**config.mk**
```make
export PLATFORM = sky130hd
export DESIGN_NAME = four_channel_running_mean_bound_check_core
export DESIGN_NICKNAME = d
export VERILOG_FILES = /design/src/rtl/core/rmbc_pkg.sv /design/src/rtl/core/rmbc_lane.sv /design/src/rtl/core/rmbc_merge.sv /design/src/rtl/core/four_channel_running_mean_bound_check_core.sv
export SDC_FILE = /design/constraint.sdc
export NUM_CORES = 2
export LEC_CHECK = 0
export ABC_AREA = 0
export BUFFER_PORTS_ARGS = -buffer_cell sky130_fd_sc_hd__buf_2
export CORE_MARGIN = 2
export CORE_UTILIZATION = 60
export CTS_BUF_LIST = sky130_fd_sc_hd__clkbuf_16
export DETAILED_ROUTE_END_ITERATION = 10
export PLACE_DENSITY = 0.76
export SLEW_MARGIN = 10
export SYNTH_ARGS = -nofsm -noshare
export SYNTH_HDL_FRONTEND = slang
export SYNTH_SLANG_ARGS = --single-unit
```
**constraint.sdc**
```tcl
create_clock -name clock -period 16.9 [get_ports clock]
set_clock_uncertainty 0.1 [all_clocks]
set_input_delay 0.845 -clock clock [delete_from_list [all_inputs] [get_ports clock]]
set_output_delay 0.845 -clock clock [all_outputs]
set_load 0.05 [all_outputs]
```
**src/rtl/core/rmbc_pkg.sv**
```systemverilog
// Package for the four-channel running mean bound check core.
// Widths, reset values, register indexes and the lane control struct.
// No dependencies.
`default_nettype none

package rmbc_pkg;

   localparam int NUM_CH      = 4;
   localparam int VALUE_WIDTH = 32;
   localparam int COUNT_WIDTH = 32;
   localparam int BOUND_WIDTH = 32;
   localparam int TOTAL_WIDTH = 34;
   localparam int STEP_WIDTH  = $clog2(VALUE_WIDTH);
   localparam int CMP_WIDTH   = (VALUE_WIDTH > BOUND_WIDTH) ? VALUE_WIDTH : BOUND_WIDTH;
   localparam int CSR_IDX_WIDTH = 2;

   localparam int REQ_DATA_WIDTH = ((NUM_CH * VALUE_WIDTH + 7) / 8) * 8;
   localparam int RSP_BITS       = NUM_CH * VALUE_WIDTH + TOTAL_WIDTH + 1;
   localparam int RSP_DATA_WIDTH = ((RSP_BITS + 7) / 8) * 8;

   // 0.001 and 0.01 in Q8.24, truncated
   localparam logic [BOUND_WIDTH-1:0] BOUND_LOW_RESET  = BOUND_WIDTH'(16777);
   localparam logic [BOUND_WIDTH-1:0] BOUND_HIGH_RESET = BOUND_WIDTH'(167772);

   localparam logic [CSR_IDX_WIDTH-1:0] REG_BOUND_A = 2'd0;
   localparam logic [CSR_IDX_WIDTH-1:0] REG_BOUND_B = 2'd1;
   localparam logic [CSR_IDX_WIDTH-1:0] REG_BOUND_C = 2'd2;
   localparam logic [CSR_IDX_WIDTH-1:0] REG_BOUND_D = 2'd3;

   typedef logic [NUM_CH-1:0][VALUE_WIDTH-1:0] mean_vec_type;
   typedef logic [NUM_CH-1:0][BOUND_WIDTH-1:0] bound_vec_type;

   typedef struct packed {
      logic load;
      logic shift;
      logic commit;
   } lane_ctl_type;

endpackage

`default_nettype wire

```
**src/rtl/core/rmbc_lane.sv**
```systemverilog
// One channel lane: running mean register and a restoring divider that
// produces one quotient bit per cycle. Depends on rmbc_pkg.
`default_nettype none

module rmbc_lane (
   input  wire                            clock,
   input  wire                            reset,
   input  rmbc_pkg::lane_ctl_type         ctl,
   input  wire [rmbc_pkg::COUNT_WIDTH-1:0] count,
   input  wire [rmbc_pkg::VALUE_WIDTH-1:0] sample,
   output logic [rmbc_pkg::VALUE_WIDTH-1:0] mean
);

   localparam int VW = rmbc_pkg::VALUE_WIDTH;
   localparam int CW = rmbc_pkg::COUNT_WIDTH;

   logic [VW-1:0] mean_ff, mean_in;
   logic [VW-1:0] quo_ff, quo_in;
   logic [CW-1:0] rem_ff, rem_in;
   logic [CW-1:0] den_ff, den_in;
   logic          neg_ff, neg_in;

   logic [CW:0]   rem_shift;
   logic [CW:0]   rem_sub;
   logic          fits;

   always_comb begin
      rem_shift = {rem_ff, quo_ff[VW-1]};
      rem_sub   = rem_shift - {1'b0, den_ff};
      fits      = rem_shift >= {1'b0, den_ff};

      mean_in = mean_ff;
      quo_in  = quo_ff;
      rem_in  = rem_ff;
      den_in  = den_ff;
      neg_in  = neg_ff;

      if (ctl.load) begin
         neg_in = sample < mean_ff;
         quo_in = neg_in ? (mean_ff - sample) : (sample - mean_ff);
         rem_in = '0;
         den_in = count;
      end else if (ctl.shift) begin
         quo_in = {quo_ff[VW-2:0], fits};
         rem_in = fits ? rem_sub[CW-1:0] : rem_shift[CW-1:0];
      end else if (ctl.commit) begin
         mean_in = neg_ff ? (mean_ff - quo_ff) : (mean_ff + quo_ff);
      end
   end

   always_ff @(posedge clock) begin
      if (reset) begin
         mean_ff <= '0;
      end else begin
         mean_ff <= mean_in;
      end
      quo_ff <= quo_in;
      rem_ff <= rem_in;
      den_ff <= den_in;
      neg_ff <= neg_in;
   end

   assign mean = mean_ff;

endmodule

`default_nettype wire

```
**src/rtl/core/rmbc_merge.sv**
```systemverilog
// Merge stage: sums the four lane means and checks each against its bound,
// registering the total and the flag. Depends on rmbc_pkg.
`default_nettype none

module rmbc_merge (
   input  wire                                 clock,
   input  wire                                 capture,
   input  rmbc_pkg::mean_vec_type              means,
   input  rmbc_pkg::bound_vec_type             bounds,
   output logic [rmbc_pkg::TOTAL_WIDTH-1:0]    total,
   output logic                                in_bounds
);

   localparam int TW = rmbc_pkg::TOTAL_WIDTH;
   localparam int MW = rmbc_pkg::CMP_WIDTH;

   logic [TW-1:0] total_ff, total_in;
   logic          in_bounds_ff, in_bounds_in;

   always_comb begin
      total_in     = '0;
      in_bounds_in = 1'b1;
      for (int i = 0; i < rmbc_pkg::NUM_CH; i++) begin
         total_in = total_in + TW'(means[i]);
         if (MW'(means[i]) > MW'(bounds[i])) begin
            in_bounds_in = 1'b0;
         end
      end
   end

   always_ff @(posedge clock) begin
      if (capture) begin
         total_ff     <= total_in;
         in_bounds_ff <= in_bounds_in;
      end
   end

   assign total     = total_ff;
   assign in_bounds = in_bounds_ff;

endmodule

`default_nettype wire

```
**src/rtl/core/four_channel_running_mean_bound_check_core.sv**
```systemverilog
// Four-channel running mean with bound check, top level.
// rsp_tvalid rises after the req transaction has gone through load, 32
// divider steps, commit, merge and the output register; no request is taken
// while one is still in flight. A stalled rsp holds off the next request
// only until its pending result moves into the output register.
// Synchronous active-high reset clears means, count and control, and loads the bounds with their reset values.
// Depends on rmbc_pkg, rmbc_lane, rmbc_merge.
`default_nettype none

module four_channel_running_mean_bound_check_core (
   input  wire                                    clock,
   input  wire                                    reset,
   input  wire                                    req_tvalid,
   output logic                                   req_tready,
   // sample_a, sample_b, sample_c, sample_d
   input  wire [rmbc_pkg::REQ_DATA_WIDTH-1:0]     req_tdata,
   output logic                                   rsp_tvalid,
   input  wire                                    rsp_tready,
   // mean_a, mean_b, mean_c, mean_d, mean_total, within_limits, zero pad
   output logic [rmbc_pkg::RSP_DATA_WIDTH-1:0]    rsp_tdata,
   input  wire                                    csr_we,
   input  wire [rmbc_pkg::CSR_IDX_WIDTH-1:0]      csr_index,
   input  wire [rmbc_pkg::BOUND_WIDTH-1:0]        csr_wdata
);

   localparam int VW = rmbc_pkg::VALUE_WIDTH;
   localparam int CW = rmbc_pkg::COUNT_WIDTH;
   localparam int SW = rmbc_pkg::STEP_WIDTH;
   localparam int NC = rmbc_pkg::NUM_CH;
   localparam int TW = rmbc_pkg::TOTAL_WIDTH;
   localparam int PAD = rmbc_pkg::RSP_DATA_WIDTH - rmbc_pkg::RSP_BITS;

   localparam logic [1:0] ST_IDLE   = 2'd0;
   localparam logic [1:0] ST_DIV    = 2'd1;
   localparam logic [1:0] ST_COMMIT = 2'd2;
   localparam logic [1:0] ST_MERGE  = 2'd3;

   localparam logic [SW-1:0] STEP_LAST = SW'(VW - 1);

   logic [1:0]    state_ff, state_in;
   logic [SW-1:0] step_ff, step_in;
   logic [CW-1:0] count_ff, count_in, count_next;
   logic          out_pend_ff, out_pend_in;
   logic          rsp_valid_ff, rsp_valid_in;
   logic          req_accept, out_load;

   rmbc_pkg::bound_vec_type bound_ff;
   rmbc_pkg::mean_vec_type  means;
   rmbc_pkg::mean_vec_type  rsp_mean_ff;
   logic [TW-1:0]           rsp_total_ff;
   logic                    rsp_within_ff;
   logic [TW-1:0]           total;
   logic                    in_bounds;
   rmbc_pkg::lane_ctl_type  lane_ctl;

   assign req_tready = (state_ff == ST_IDLE) && !out_pend_ff;
   assign req_accept = req_tvalid && req_tready;
   assign count_next = (count_ff == '1) ? count_ff : count_ff + 1'b1;
   assign out_load   = out_pend_ff && (!rsp_valid_ff || rsp_tready);

   always_comb begin
      state_in    = state_ff;
      step_in     = step_ff;
      count_in    = count_ff;
      out_pend_in = out_pend_ff;
      lane_ctl    = '0;

      unique case (state_ff)
         ST_IDLE: begin
            if (req_accept) begin
               lane_ctl.load = 1'b1;
               count_in      = count_next;
               step_in       = '0;
               state_in      = ST_DIV;
            end
         end
         ST_DIV: begin
            lane_ctl.shift = 1'b1;
            step_in        = step_ff + 1'b1;
            if (step_ff == STEP_LAST) begin
               state_in = ST_COMMIT;
            end
         end
         ST_COMMIT: begin
            lane_ctl.commit = 1'b1;
            state_in        = ST_MERGE;
         end
         ST_MERGE: begin
            out_pend_in = 1'b1;
            state_in    = ST_IDLE;
         end
         default: begin
            state_in = ST_IDLE;
         end
      endcase

      if (out_load) begin
         out_pend_in = 1'b0;
      end
   end

   always_comb begin
      rsp_valid_in = rsp_valid_ff;
      if (rsp_tvalid && rsp_tready) begin
         rsp_valid_in = 1'b0;
      end
      if (out_load) begin
         rsp_valid_in = 1'b1;
      end
   end

   always_ff @(posedge clock) begin
      if (reset) begin
         state_ff     <= ST_IDLE;
         step_ff      <= '0;
         count_ff     <= '0;
         out_pend_ff  <= 1'b0;
         rsp_valid_ff <= 1'b0;
      end else begin
         state_ff     <= state_in;
         step_ff      <= step_in;
         count_ff     <= count_in;
         out_pend_ff  <= out_pend_in;
         rsp_valid_ff <= rsp_valid_in;
      end
   end

   always_ff @(posedge clock) begin
      if (reset) begin
         bound_ff[0] <= rmbc_pkg::BOUND_LOW_RESET;
         bound_ff[1] <= rmbc_pkg::BOUND_HIGH_RESET;
         bound_ff[2] <= rmbc_pkg::BOUND_HIGH_RESET;
         bound_ff[3] <= rmbc_pkg::BOUND_HIGH_RESET;
      end else if (csr_we) begin
         unique case (csr_index)
            rmbc_pkg::REG_BOUND_A: bound_ff[0] <= csr_wdata;
            rmbc_pkg::REG_BOUND_B: bound_ff[1] <= csr_wdata;
            rmbc_pkg::REG_BOUND_C: bound_ff[2] <= csr_wdata;
            rmbc_pkg::REG_BOUND_D: bound_ff[3] <= csr_wdata;
            default: begin
            end
         endcase
      end
   end

   // means stay put until the next load, which waits for out_pend to clear
   always_ff @(posedge clock) begin
      if (out_load) begin
         rsp_mean_ff   <= means;
         rsp_total_ff  <= total;
         rsp_within_ff <= in_bounds;
      end
   end

   for (genvar g = 0; g < NC; g++) begin : g_lane
      rmbc_lane u_lane (
         .clock  (clock),
         .reset  (reset),
         .ctl    (lane_ctl),
         .count  (count_in),
         .sample (req_tdata[g*VW +: VW]),
         .mean   (means[g])
      );
   end

   rmbc_merge u_merge (
      .clock     (clock),
      .capture   (lane_ctl.commit == 1'b0 && state_ff == ST_MERGE),
      .means     (means),
      .bounds    (bound_ff),
      .total     (total),
      .in_bounds (in_bounds)
   );

   assign rsp_tvalid = rsp_valid_ff;
   assign rsp_tdata  = {{PAD{1'b0}}, rsp_within_ff, rsp_total_ff, rsp_mean_ff};

`ifndef SYNTHESIS
   a_accept_starts_div: assert property (@(posedge clock) disable iff (reset)
      req_accept |=> (state_ff == ST_DIV) && (step_ff == '0))
      else $error("request transaction did not start the divider");

   a_count_saturates: assert property (@(posedge clock) disable iff (reset)
      (count_ff == '1) |=> (count_ff == '1))
      else $error("sample count left saturation");

   a_load_shows_result: assert property (@(posedge clock) disable iff (reset)
      out_load |=> rsp_valid_ff && !out_pend_ff)
      else $error("result load did not raise rsp_tvalid");

   a_no_accept_while_pending: assert property (@(posedge clock) disable iff (reset)
      out_pend_ff |-> !req_tready)
      else $error("request taken while a result is pending");
`endif

endmodule

`default_nettype wire
```
==> results.py <==
metrics = {
    "critical_path": {
        "crit_family": "compound AO/OA/AOI/OAI gates",
        "critical_path_required_ns": 17.24,
        "endpoint_kind": "register",
        "slowest_delay_ns": 0.66,
        "path_class": "reg -> reg",
        "worst-r2r-setup-slack_ns": 10.71,
        "cpMaxStageDelayCell": "nor3_1",
        "reg2reg_depth": 22,
        "rr_endpoint": "u_merge.total[32]",
        "start_kind": "register",
        "path_cells": "inv_1 -> fa_1 -> nor2b_1 -> o21bai_1 -> a31oi_1 -> a31o_2 -> a2111oi_0 -> nor3_1 -> a211o_1 -> a21o_1 -> a21oi_1 -> xor2_1 -> fa_1 -> inv_1 -> ha_1 -> a21oi_1 -> nand3_1 -> a211o_1 -> nand4_1 -> a21bo_2 -> nor3b_1 -> a311o_1",
        "cp.arrival_ns": 6.53,
        "r2r-start": "g_lane[1].u_lane.mean[1]",
        "crit_path_max_fanout": 9,
        "cp_num_buf_inv": 2,
    },
    "place": {
        "portBuffers": 331,
        "hpwl_um": 171000,
        "pre_cts_ws_ns": 10.77,
        "placed_area_um2": 66800,
        "place_congestion": 0.990,
    },
    "finish": {
        "nets": 8813,
        "syn2layout_area_growth_pct": 8.85,
        "drive_above_1_share_pct": 7.97,
        "finalInstanceArea_um2": 69800,
        "utilization_pct": 66.1,
    },
    "sta": {
        "slew_headroom_pct": 28.7,
        "hold_viol": 0,
        "maxSlewViolCount": 0,
        "rsz0062_at_grt": "false",
        "fin_crit_sh_pct": 36.6,
        "fmax_ghz": 0.161,
        "whs_ns": 0.322,
        "report.final.setup_viol": 0,
        "finalSetupTns_ns": 0,
        "setup_slack_ns": 10.71,
        "period_needed_ns": 6.19,
        "tightestPinTransition_ns": 1.07,
    },
    "global_route": {
        "grt.total_usage_pct": 39.3,
        "overflow": 0,
        "grt_pass1_vias": 54500,
        "antenna_found_initial": 17,
        "grt_pass1_wl_um": 329000,
        "grt_max_degree": 110,
    },
    "die": {
        "start_util_pct": 60.7,
        "chipHeight_um": 331,
        "core_um2": 106000,
        "die_w_um": 331,
        "ios": 337,
        "row_count": 119,
        "die-area_um2": 110000,
    },
    "synth": {
        "synth_edf_count": 362,
        "yosysWarnings": 0,
        "synthCells": 7707,
        "synth_top_area_share_pct": 16.9,
        "async_flop_share_pct": 0,
        "yosysUniqueCellTypes": 107,
        "ys_seq_elements": 787,
        "netlist_top_cells_area": "edfxtp_1 (17%), ha_1 (14%), dfxtp_1 (13%)",
        "yosysSeqAreaShare_pct": 30.2,
        "synth_top_area_cell": "edfxtp_1",
        "syn_avg_cell_area_um2": 8.33,
        "synthFlopType": "dfxtp_1",
        "syn-cell-area_um2": 64200,
    },
    "worst_hold_path": {
        "whs_path_depth": 0,
        "holdCritStartpoint": "u_merge.total[6]",
        "min-delay-path-class": "reg -> reg",
        "holdPathEnd": "rsp_total_ff[6]",
    },
    "power": {
        "vdd_drop_max_v": 0.000110,
        "combPwrFrac_pct": 58.8,
        "seqPwrFrac_pct": 25.4,
        "p_int_mw": 6.67,
        "power_density_nw_per_um2": 184,
        "p_switching_mw": 6.16,
        "swShare_pct": 48.0,
        "power.share.clock_pct": 15.8,
        "leakage_nw": 30.7,
    },
    "routing": {
        "via_per_inst": 6.36,
        "drt_iter0_drc": 6416,
        "drtAntennaViolNets": 0,
        "drt_drc_violations_left": 0,
        "dr.pass1.iters": 6,
        "wl_per_cell_um": 23.7,
        "drt-total-wl_um": 222000,
        "vias": 59600,
    },
    "clocking": {
        "clock_sinks": 787,
        "cts_buffers": 92,
        "clk_path_buf_depth": 3,
        "cts_max_level": 3,
        "clkSlewWorstSetupHoldPaths_ns": 0.06,
        "cts_hold_buf": 0,
        "ctsResizeCount": 0,
        "clk_latency_ns": 0.70,
        "tritoncts": "built",
        "post_cts_buffers": 0,
        "cts_root_buf": "clkbuf_16",
    },
    "status": {
        "status": "finished clean",
    },
    "run": {
        "drv_cap": 0,
    },
}
through the flow:
| stage | cells | power [mW] |
|---|---|---|
| floorplan | 7711 | 8.68 |
| global placement | 9185 | 10.5 |
| detailed placement | 9185 | 10.6 |
| CTS | 9359 | 12.7 |
| global route | 9362 | 13.7 |
| finish | 9364 | 12.8 |
synthesized netlist by cell type, types with 16 or more instances:
master,instances
a21oi_1,781
nand2_1,733
ha_1,708
inv_1,632
o21ai_0,573
nor2_1,571
dfxtp_1,425
edfxtp_1,362
xnor2_1,346
a21o_1,271
clkbuf_1,227
mux2i_1,185
xor2_1,168
nor3_1,134
nor2b_1,120
nand3_1,117
nand4_1,112
o21a_1,99
o21bai_1,95
nand2b_1,78
a31oi_1,71
a211oi_1,67
o211ai_1,52
fa_1,50
and3_1,44
or3_1,44
a211o_1,40
nor4_1,34
buf_2,33
o31ai_1,33
o21ai_1,30
and2_1,26
or2_2,25
a21boi_0,23
nand3b_1,23
or4_1,22
o22ai_1,18
buf_1,16
buf_4,16
logic make-up after synthesis:
logic type                 Yosys count  share of synthesized area (%)
adders and majority gates          758                           15.4
muxes                              198                           3.12
AOI/OAI and AO/OA                 2375                           23.0
xor gates and xnor gates           515                           7.04
other                                1                        0.00584
DFF                                787                           30.2
buffers and inverters              937                           5.72
and+or+nand+nor                   2136                           15.6
power by group through the flow:
stage | combinational (mW) | sequential (mW) | clock [mW]
after CTS | 7.39 | 3.23 | 2.04
after global placement | 7.21 | 3.25 | 0
after floorplan | 5.58 | 3.11 | 0
final | 7.55 | 3.25 | 2.03
after detailed placement | 7.34 | 3.26 | 0
after global routing | 8.26 | 3.29 | 2.11
placed cells by master, fill, tap and decap left out, drive strengths merged, types with 67 or more instances in the layout:
cell type  instances
buf              381
clkbuf           100
nand4            112
ha               708
nand3            117
dfxtp            425
o21a              99
a211oi            67
a31oi             72
xor2             168
nor2             571
nand2            736
nor3             135
a21oi            781
a21o             271
o21ai            604
mux2i            185
inv              660
o21bai            95
xnor2            347
nor2b            120
edfxtp           362
nand2b            78
layer usage:
metal  global-route usage (%)  vias up  wire length, um
li1                         -    27900                -
met4                     17.1        8            11200
met3                     7.58      520            22000
met2                     60.8     2803            96000
met1                     53.5    28300            92300
met5                        0        -               47
registers in the layout, indices dropped and copies added, names as in the netlist:
register / cells
rsp_total_ff: 34
u_merge.total: 34
g_lane.u_lane.mean: 128
g_lane.u_lane.quo_ff: 128
g_lane.u_lane.den_ff: 32
count_ff: 32
u_merge.in_bounds: 1
g_lane.u_lane.rem_ff: 128
step_ff: 5
g_lane.u_lane.neg_ff: 4
rsp_within_ff: 1
rsp_tvalid: 1
out_pend_ff: 1
bound_ff: 128
state_ff: 2
rsp_tdata: 128
layout make-up:
type                       count  area (um^2)
clock inverter                75          533
tap                         1391         1740
multi-input combinational   5987        41300
clock buffer                  99         2480
timing repair buffer         382         2050
antenna                        5         12.5
inverter                     638         2400
fill                        9058        35900
sequential                   787        19400
worst max path at each step:
stage                                         from                 to  slack (ns)  depth (start not counted)
final                     g_lane[1].u_lane.mean[1]  u_merge.total[32]       10.71                         22
after global routing      g_lane[1].u_lane.mean[1]  u_merge.total[31]       10.19                         20
after CTS                 g_lane[1].u_lane.mean[1]  u_merge.total[31]       10.76                         20
after detailed placement  g_lane[0].u_lane.mean[1]  u_merge.total[32]       10.77                         22
after global placement    g_lane[0].u_lane.mean[1]  u_merge.total[31]       10.86                         20
after floorplan                         rsp_tready       rsp_tdata[0]        3.18                          2
(Power assumes the default switching activity.)
